===== src/hdl/pol_pkg.sv =====
// shared codes and types for the positional ordered list
package pol_pkg;

  localparam int POS_W = 7;
  localparam int VAL_W = 32;

  localparam logic [2:0] FN_INS_FRONT = 3'd0;
  localparam logic [2:0] FN_INS_BACK  = 3'd1;
  localparam logic [2:0] FN_INS_POS   = 3'd2;
  localparam logic [2:0] FN_DEL_FRONT = 3'd3;
  localparam logic [2:0] FN_DEL_BACK  = 3'd4;
  localparam logic [2:0] FN_DEL_POS   = 3'd5;
  localparam logic [2:0] FN_LIST      = 3'd6;

  localparam logic [1:0] ST_OK     = 2'd0;
  localparam logic [1:0] ST_EMPTY  = 2'd1;
  localparam logic [1:0] ST_BADPOS = 2'd2;
  localparam logic [1:0] ST_FULL   = 2'd3;

  typedef enum logic [1:0] {
    OP_HOLD,
    OP_INS,
    OP_DEL,
    OP_ROT
  } cell_op_t;

  typedef struct packed {
    cell_op_t           op;
    logic [POS_W-1:0]   idx;
    logic [POS_W-1:0]   cnt;
  } cell_ctrl_t;

endpackage


===== src/hdl/pol_cell.sv =====
// one storage cell of the list row
module pol_cell
  import pol_pkg::*;
#(
  parameter int IDX = 0
) (
  input  logic              clk,
  input  cell_ctrl_t        ctrl,
  input  logic [VAL_W-1:0]  left_value,
  input  logic [VAL_W-1:0]  right_value,
  input  logic [VAL_W-1:0]  head_value,
  input  logic [VAL_W-1:0]  new_value,
  output logic [VAL_W-1:0]  value
);

  localparam logic [POS_W-1:0] J  = POS_W'(IDX);
  localparam logic [POS_W-1:0] J1 = POS_W'(IDX + 1);

  always_ff @(posedge clk) begin
    unique case (ctrl.op)
      OP_HOLD: begin
        value <= value;
      end
      OP_INS: begin
        if (J == ctrl.idx) begin
          value <= new_value;
        end else if (J > ctrl.idx) begin
          value <= left_value;
        end
      end
      OP_DEL: begin
        if (J >= ctrl.idx) begin
          value <= right_value;
        end
      end
      OP_ROT: begin
        // the head value wraps around into the last occupied cell
        if (J1 == ctrl.cnt) begin
          value <= head_value;
        end else begin
          value <= right_value;
        end
      end
      default: begin
        value <= value;
      end
    endcase
  end

endmodule


===== config.mk =====
export PLATFORM = sky130hd
export DESIGN_NAME = pol_cell
export DESIGN_NICKNAME = d
export VERILOG_FILES = /design/src/hdl/pol_pkg.sv /design/src/hdl/pol_cell.sv
export SDC_FILE = /design/constraint.sdc
export NUM_CORES = 1
export LEC_CHECK = 0
export BUFFER_PORTS_ARGS = -buffer_cell sky130_fd_sc_hd__buf_4
export CORE_ASPECT_RATIO = 1.5
export CORE_MARGIN = 2
export CORE_UTILIZATION = 43
export DETAILED_ROUTE_END_ITERATION = 8
export HOLD_SLACK_MARGIN = 0.05
export PLACE_DENSITY_LB_ADDON = 0.05
export SLEW_MARGIN = 30
export SYNTH_ARGS = -nofsm -noshare
export SYNTH_HDL_FRONTEND = slang
export SYNTH_SLANG_ARGS = --single-unit

===== constraint.sdc =====
create_clock -name clk -period 2.75 [get_ports clk]
set_clock_uncertainty 0.2 [all_clocks]
set_input_delay 0.275 -clock clk [delete_from_list [all_inputs] [get_ports clk]]
set_output_delay 0.275 -clock clk [all_outputs]
set_load 0.05 [all_outputs]

; Word-level counts from Yosys, hierarchy flattened
; Cells that the tools add are included.
[op_classes]
order_cmp = 2
eq_ne = 6
n_mux = 5
n_bitwise = 1
reduce_logical = 3
[ops]
columns = operator, n
row1 = $mux 32, 4
row2 = $pmux 32 s3, 1
row3 = $eq 1x7->1 const A, 1
row4 = $ge 1x7->1 const A, 1
row5 = $gt 1x7->1 const A, 1
row6 = $logic_not 7->1, 1
row7 = $eq 2x2->1 const B, 2
row8 = $ne 3x3->1 const B, 1
row9 = $reduce_and 3->1, 1
row10 = $eq 2x1->1 const B, 1
row11 = $logic_not 2->1, 1
row12 = $ne 2x2->1 const B, 1
row13 = $not 1->1, 1
[totals]
regBits = 32
inputBits = 145
output_inout_bits = 32

; Depth between registers and ports, before layout
; Gate-level depths: netlist of the first run.
[depth]
word_depth = 4
depth_mapped = 5
depth_no_buf = 3

; Least setup slack after synthesis of the first run
; Ideal clock, no wire load.
[synth_path]
path_kind = input to register
startpoint = input port ctrl[10] (netlist name)
endpoint = register value[0], enable pin
setup_time_ns = 0.393
arrival_time_ns = 1.958
required_ns = 2.157
slack_ns = 0.199
stages = 5
path_cell_list = nor4_4 -> and2_1 -> buf_2 -> buf_2 -> maj3_1
[synth_via]
elab_chain_cells = 3
word_cells_on_any_way = 6
cone_classes = 2 x order compare / 2 x eq/ne / 2 x reduce/logical
[synth_lines]
columns = element, line
row1 = "start, declared", pol_cell.sv:8  ; input cell_ctrl_t ctrl,
row2 = $gt 1x7->1 (tied with other cells), pol_cell.sv:27  ; end else if (J > ctrl.idx) begin
row3 = $ne 3x3->1 (no line) or $ne 2x2->1 (tied branches), n/a
row4 = $reduce_and 3->1 (no line) (*), n/a
row5 = "end signal, assigned", pol_cell.sv:26  ; value <= new_value;
row6 = "end signal, assigned", pol_cell.sv:28  ; value <= left_value;
row7 = "end signal, assigned", pol_cell.sv:33  ; value <= right_value;
row8 = "end, declared", pol_cell.sv:13  ; output logic [VAL_W-1:0] value
; Every way passes the cells marked *; elsewhere a longest branch is shown, timed or not.
; A chain may end at the register's enable or synchronous reset.

; Final worst setup path of the first run
[layout_path]
startpoint = input port ctrl[2] (netlist name)
endpoint = register value[20] (data pin)
[layout_via]
elab_chain_cells = 3
[layout_lines]
columns = element, line
row1 = $eq 1x7->1, pol_cell.sv:38  ; if (J1 == ctrl.cnt) begin
row2 = $mux 32, pol_cell.sv:38
row3 = $pmux 32 s3, pol_cell.sv:20  ; unique case (ctrl.op)
row4 = "end signal, assigned", pol_cell.sv:22  ; value <= value;
row5 = "end signal, assigned", pol_cell.sv:39  ; value <= head_value;
row6 = "end signal, assigned", pol_cell.sv:41  ; value <= right_value;
; No other way between the ends.

==> metrics, run 1 <==
max reg flops 32; initial cell density of the core 44.58%; register area share after synthesis 34.91%; design area 4193 um2; Synth Area per Inst 10.16 um2; die width 69.33 um; Root Driver clkbuf_8; Slew @ Worst Pin 0.5458 ns; #FFs+latches synth 32; vias in the first global route 2,891; Port Buffers 176; synth unique cells 22; largest net degree at the start of global routing 38; status complete, no violations; met3 Usage GRT 4.734%; htree depth 2; kind of critical path in -> reg; Starting DRT DRC Count 185; Top reg by flops value; VDD IR-drop max 0.2028 mV; 1st-pass router iterations 4; Critical Path End Type register; hold_sp new_value[25]; Seq pwr share 39.9%; Detail Placement HPWL 6406 um; Syn-to-layout area delta 52.32%; post-CTS resize count 0; Max Slew Vio Count 0; post-placement cell area 4113 um2; Placeable Area 6175 um2; final WL 9251 um; max cap viols 0; Tot GR Track Use 25.37%; CTS tree done; Clock Tree Buf Depth 2; FMAX 0.4848 GHz; RSZ-0062 raised after global routing no; setup_tns 0 ns; Via Count 2,907; CP required 2.55 ns; HP Class in -> reg; Pleak 1.618 nW; gpl congestion 0.8276; wire per inst 18.43 um; CP Launch Point ctrl[2]; first-pass GRT wire length 14,260 um; Power Dens Cells 354.5 nW/um2; internal power 1.005 mW; Switching Share 32.36%; biggest regs value (32); Post-CTS Setup Inserts 0; post-synthesis cell area 2753 um2; DRC viols 0; CTS buffer count 5; Tmin final 2.063 ns; share of layout cells above drive strength 1 53.74%; IO Count 177; Reg clk slew, reported paths 0.07 ns; routing usage on met1 29.08%; Final Setup Violations 0; GR peak layer met2; final hold vios 0; Synthesis Warnings 0; Final ANT Viol Nets 0; CTS sink cnt 32; die height 102.0 um; Placement Rows 35; global route total overflow 0; CP Data Arrival Time 1.86 ns; kind of start point of the critical path primary input; CP endpoint value[20]; NetSw 0.4811 mW; via/cell ratio 5.791; Gate Count Post-Synth 271; Mapped Nets 416; die area 7070 um2; relative slew slack 63.61%; post-cts hold buffer count 0; fin crit share 75.01%; GR Layer Usage met2 46.38%; logic gate share of total power 36.1%; maximum fanout along the worst path 32; Antenna Cells 0; fin nets 572; Clk pwr share 24.0%; antenna violations before repair 0
-- final cells by class --
class / instances / area (um2)
clock buffer: 7 / 76.32
clock inverter: 1 / 3.754
fill: 530 / 1982
multi-input combinational: 200 / 1635
sequential: 32 / 960.9
tap: 74 / 92.59
timing repair buffer: 188 / 1424
-- worst min path at each step --
stage                 to  slack [ns]  cells past startpoint
6_report       value[25]        0.21                      3
5_1_grt        value[17]        0.22                      3
4_1_cts        value[25]        0.20                      3
3_5_place_dp   value[25]        0.51                      3
3_3_place_gp   value[13]        0.51                      3
2_1_floorplan   value[0]        0.39                      2
-- kinds of logic (layout without fill, tap and decap cells) --
family	Yosys count	count (layout)	share of synthesized area, %
AOI/OAI and AO/OA	96	96	26.23
adders and majority gates	1	1	0.3637
buffers and inverters	39	196	7.000
DFF	32	32	34.91
and+or+nand+nor	103	103	31.50
-- worst max-delay path, stage by stage --
cell	delay, ns
buf_4	0.12
or4_2	0.65
buf_4	0.32
nor4b_1	0.37
a2111oi_0	0.12
-- cells in the mapped netlist --
master / instances / area [um2]
a21oi_1: 32 / 160.2
a211oi_1: 32 / 240.2
or4_1: 1 / 7.510
nor4b_1: 2 / 17.52
buf_4: 1 / 7.510
nor3_2: 1 / 10.01
edfxtp_1: 32 / 960.9
and2_1: 1 / 6.260
nor4_4: 1 / 21.27
nor4_2: 1 / 12.51
buf_6: 3 / 33.78
maj3_1: 1 / 10.01
a2111oi_2: 1 / 15.01
nor2_1: 32 / 120.1
nand2b_1: 32 / 200.2
a2111oi_1: 28 / 280.3
nor4bb_1: 1 / 10.01
buf_2: 16 / 80.08
a2111oi_0: 3 / 26.28
nor4b_2: 30 / 450.4
nand4bb_1: 1 / 11.26
clkbuf_1: 19 / 71.32
-- power by group through the flow --
stage | sequential (mW) | clock, mW | combinational (mW)
after floorplan | 0.735 | 0 | 0.146
after CTS | 0.594 | 0.366 | 0.539
after global routing | 0.597 | 0.382 | 0.568
final | 0.593 | 0.357 | 0.537
after detailed placement | 0.604 | 0 | 0.537
after global placement | 0.603 | 0 | 0.532
-- per-stage QoR --
step                util, %  instances  setup WS [ns]  hold WS (ns)  power, mW
CTS                   67.90        502         0.6903        0.2005      1.498
finish                67.90        502         0.6873        0.2111      1.486
global route          67.90        502         0.6244        0.2174      1.547
detailed placement    66.61        494         0.3897        0.5084      1.141
floorplan                 -        271         0.1991        0.3882     0.8810
global placement      66.61        494         0.4910        0.5090      1.136
-- metal layers --
layer,vias to the layer above,share of wire (%)
met1,1352,36
met3,19,6.9
li1,1393,-
met4,0,2.9
met2,143,54
met5,-,0
-- cell usage in the layout, fill, tap and decap left out, drive strengths merged --
cell and instances:
nor4b 32, and2 1, nor4 2, a21oi 32
clkinv 1, maj3 1, buf 188, nor4bb 1
nor2 32, clkbuf 7, nor3 1, a211oi 32
nand4bb 1, nand2b 32, edfxtp 32, a2111oi 32
or4 1
No activity file was read; power rests on OpenSTA's default activity.
==> inputs of run 2 (changes only) <==
--- a/config.mk
+++ b/config.mk
@@ -8,7 +8,7 @@
 export BUFFER_PORTS_ARGS = -buffer_cell sky130_fd_sc_hd__buf_4
 export CORE_ASPECT_RATIO = 1.5
 export CORE_MARGIN = 2
-export CORE_UTILIZATION = 43
+export CORE_UTILIZATION = 39
 export DETAILED_ROUTE_END_ITERATION = 8
 export HOLD_SLACK_MARGIN = 0.05
 export PLACE_DENSITY_LB_ADDON = 0.05
==> constraint.sdc (replaced) <==
create_clock -name clk -period 1.7 [get_ports clk]
set_clock_uncertainty 0.2 [all_clocks]
set_input_delay 0.17 -clock clk [delete_from_list [all_inputs] [get_ports clk]]
set_output_delay 0.17 -clock clk [all_outputs]
set_load 0.05 [all_outputs]
==> metrics, run 2 (same netlist as run 1, synthesis figures left out) <==
Pleak 1.733 nW (+7.1%); Final ANT Viol Nets 0 (unchanged); HP Class in -> reg; Critical Path End Type register; Final Setup Violations 0 (unchanged); multi-input logic area 1657 um2 (+1.3%); final cell count without fillers 519 (+3.4%); Clock Tree Buf Depth 2 (unchanged); gpl congestion 0.8067 (-2.5%); wire per inst 18.63 um (+1.1%); biggest regs value (32); Max Slew Vio Count 0 (unchanged); max reg flops 32 (unchanged); Reg clk slew, reported paths 0.08 ns (about the same); IO Count 177 (unchanged); Syn-to-layout area delta 60.64%; htree depth 2 (unchanged); Port Buffers 176 (unchanged); first-pass GRT wire length 14,830 um (+4.0%); Root Driver clkbuf_8; fin crit share 96.05%; share of layout cells above drive strength 1 56.01% (+2.3 points); Tmin final 1.633 ns; design area 4422 um2 (+5.5%); largest net degree at the start of global routing 40 (+5.3%); kind of critical path in -> reg; Placeable Area 6852 um2 (+11%); CTS sink cnt 32 (unchanged); CP Launch Point ctrl[7]; Power Dens Cells 557.5 nW/um2 (+57%); Placement Rows 37 (+5.7%); hold_sp new_value[15]; post-cts hold buffer count 0 (unchanged); commonest non-fill, non-tap cell in the layout buf_4; die width 72.60 um (+4.7%); Top reg by flops value; DRC viols 0 (unchanged); 1st-pass router iterations 4 (unchanged); die height 106.9 um (+4.8%); Slew @ Worst Pin 0.4176 ns (-0.1282 ns); maximum fanout along the worst path 32 (unchanged); Reg area 960.9 um2 (unchanged); relative slew slack 72.09% (+8.5 points); FMAX 0.6124 GHz; vias in the first global route 3,038 (+5.1%); CP Data Arrival Time 1.49 ns (-0.37 ns); CTS buffer count 5 (unchanged); antenna violations before repair 0 (unchanged); fin nets 586 (+2.4%); CP required 1.55 ns (-1.00 ns); placed cell count 512 (+3.6%); final hold vios 0 (unchanged); RSZ-0062 raised after global routing no; VDD IR-drop max 0.4287 mV (+110%); Starting DRT DRC Count 162 (-12%); Via Count 2,951 (+1.5%); post-placement cell area 4338 um2 (+5.5%); Antenna Cells 0 (unchanged); Detail Placement HPWL 7092 um (+11%); CTS tree done; global route total overflow 0 (unchanged); kind of start point of the critical path primary input; via/cell ratio 5.686 (-1.8%); final WL 9667 um (+4.5%); initial cell density of the core 40.18% (-4.4 points); die area 7760 um2 (+9.8%); max cap viols 0 (unchanged); status complete, no violations; Tot GR Track Use 24.83% (-0.54 points); # fillers 592 (+12%)
==> run 2: critical path, cell delays in order <==
cell and delay (ns):
buf_4 0.12, nor4_4 0.40, buf_12 0.26, a211oi_1 0.09
a2111oi_1 0.44
==> run 2: path summary, 6_finish.rpt <==
kind / end / slack, ns / depth (start not counted)
setup / recovery: value[14] / 0.07 / 5
hold / removal: value[15] / 0.09 / 3
==> run 2: area by class of cell <==
cell class	instances	area share [%]
multi-input cells	200	37.46
clock inverters	1	0.1132
repair buffers	202	36.84
clock buffers	6	1.641
flip-flops and latches	32	21.73
well taps	78	2.207
==> run 2: layer usage <==
metal | track usage, % | up-vias | wire length [um]
met5 | 0 | - | 0
met4 | 10.19 | 0 | 286
met3 | 5.451 | 21 | 606
met2 | 46.69 | 125 | 5198
met1 | 25.65 | 1384 | 3575
li1 | - | 1421 | -
==> run 2: power breakdown <==
part           internal (mW)  total, mW  switching (mW)
registers              0.943      0.960          0.0173
logic                  0.439      0.921           0.483
clock network          0.279      0.584           0.306
total                   1.66       2.47           0.805
==> run 2: metrics by stage <==
| step | total power [mW] | utilization (%) | hold WS (ns) | setup slack (ns) | TNS [ns] |
|---|---|---|---|---|---|
| global placement | 1.891 | 63.31 | 0.4045 | -0.3370 | -8.514 |
| detailed placement | 1.897 | 63.31 | 0.4055 | -0.3816 | -10.09 |
| global route | 2.554 | 64.54 | 0.1016 | 0.03524 | 0 |
| CTS | 2.477 | 64.46 | 0.09158 | 0.01333 | 0 |
| finish | 2.465 | 64.54 | 0.09123 | 0.06716 | 0 |
| floorplan | 1.430 | - | 0.2832 | -0.1240 | -5.178 |
==> run 2: what timing repair did <==
action,in CTS,in global routing
pin swaps,0,0
endpoints found under the setup margin,1,1
resized for setup,1,1
buffers inserted,0,0
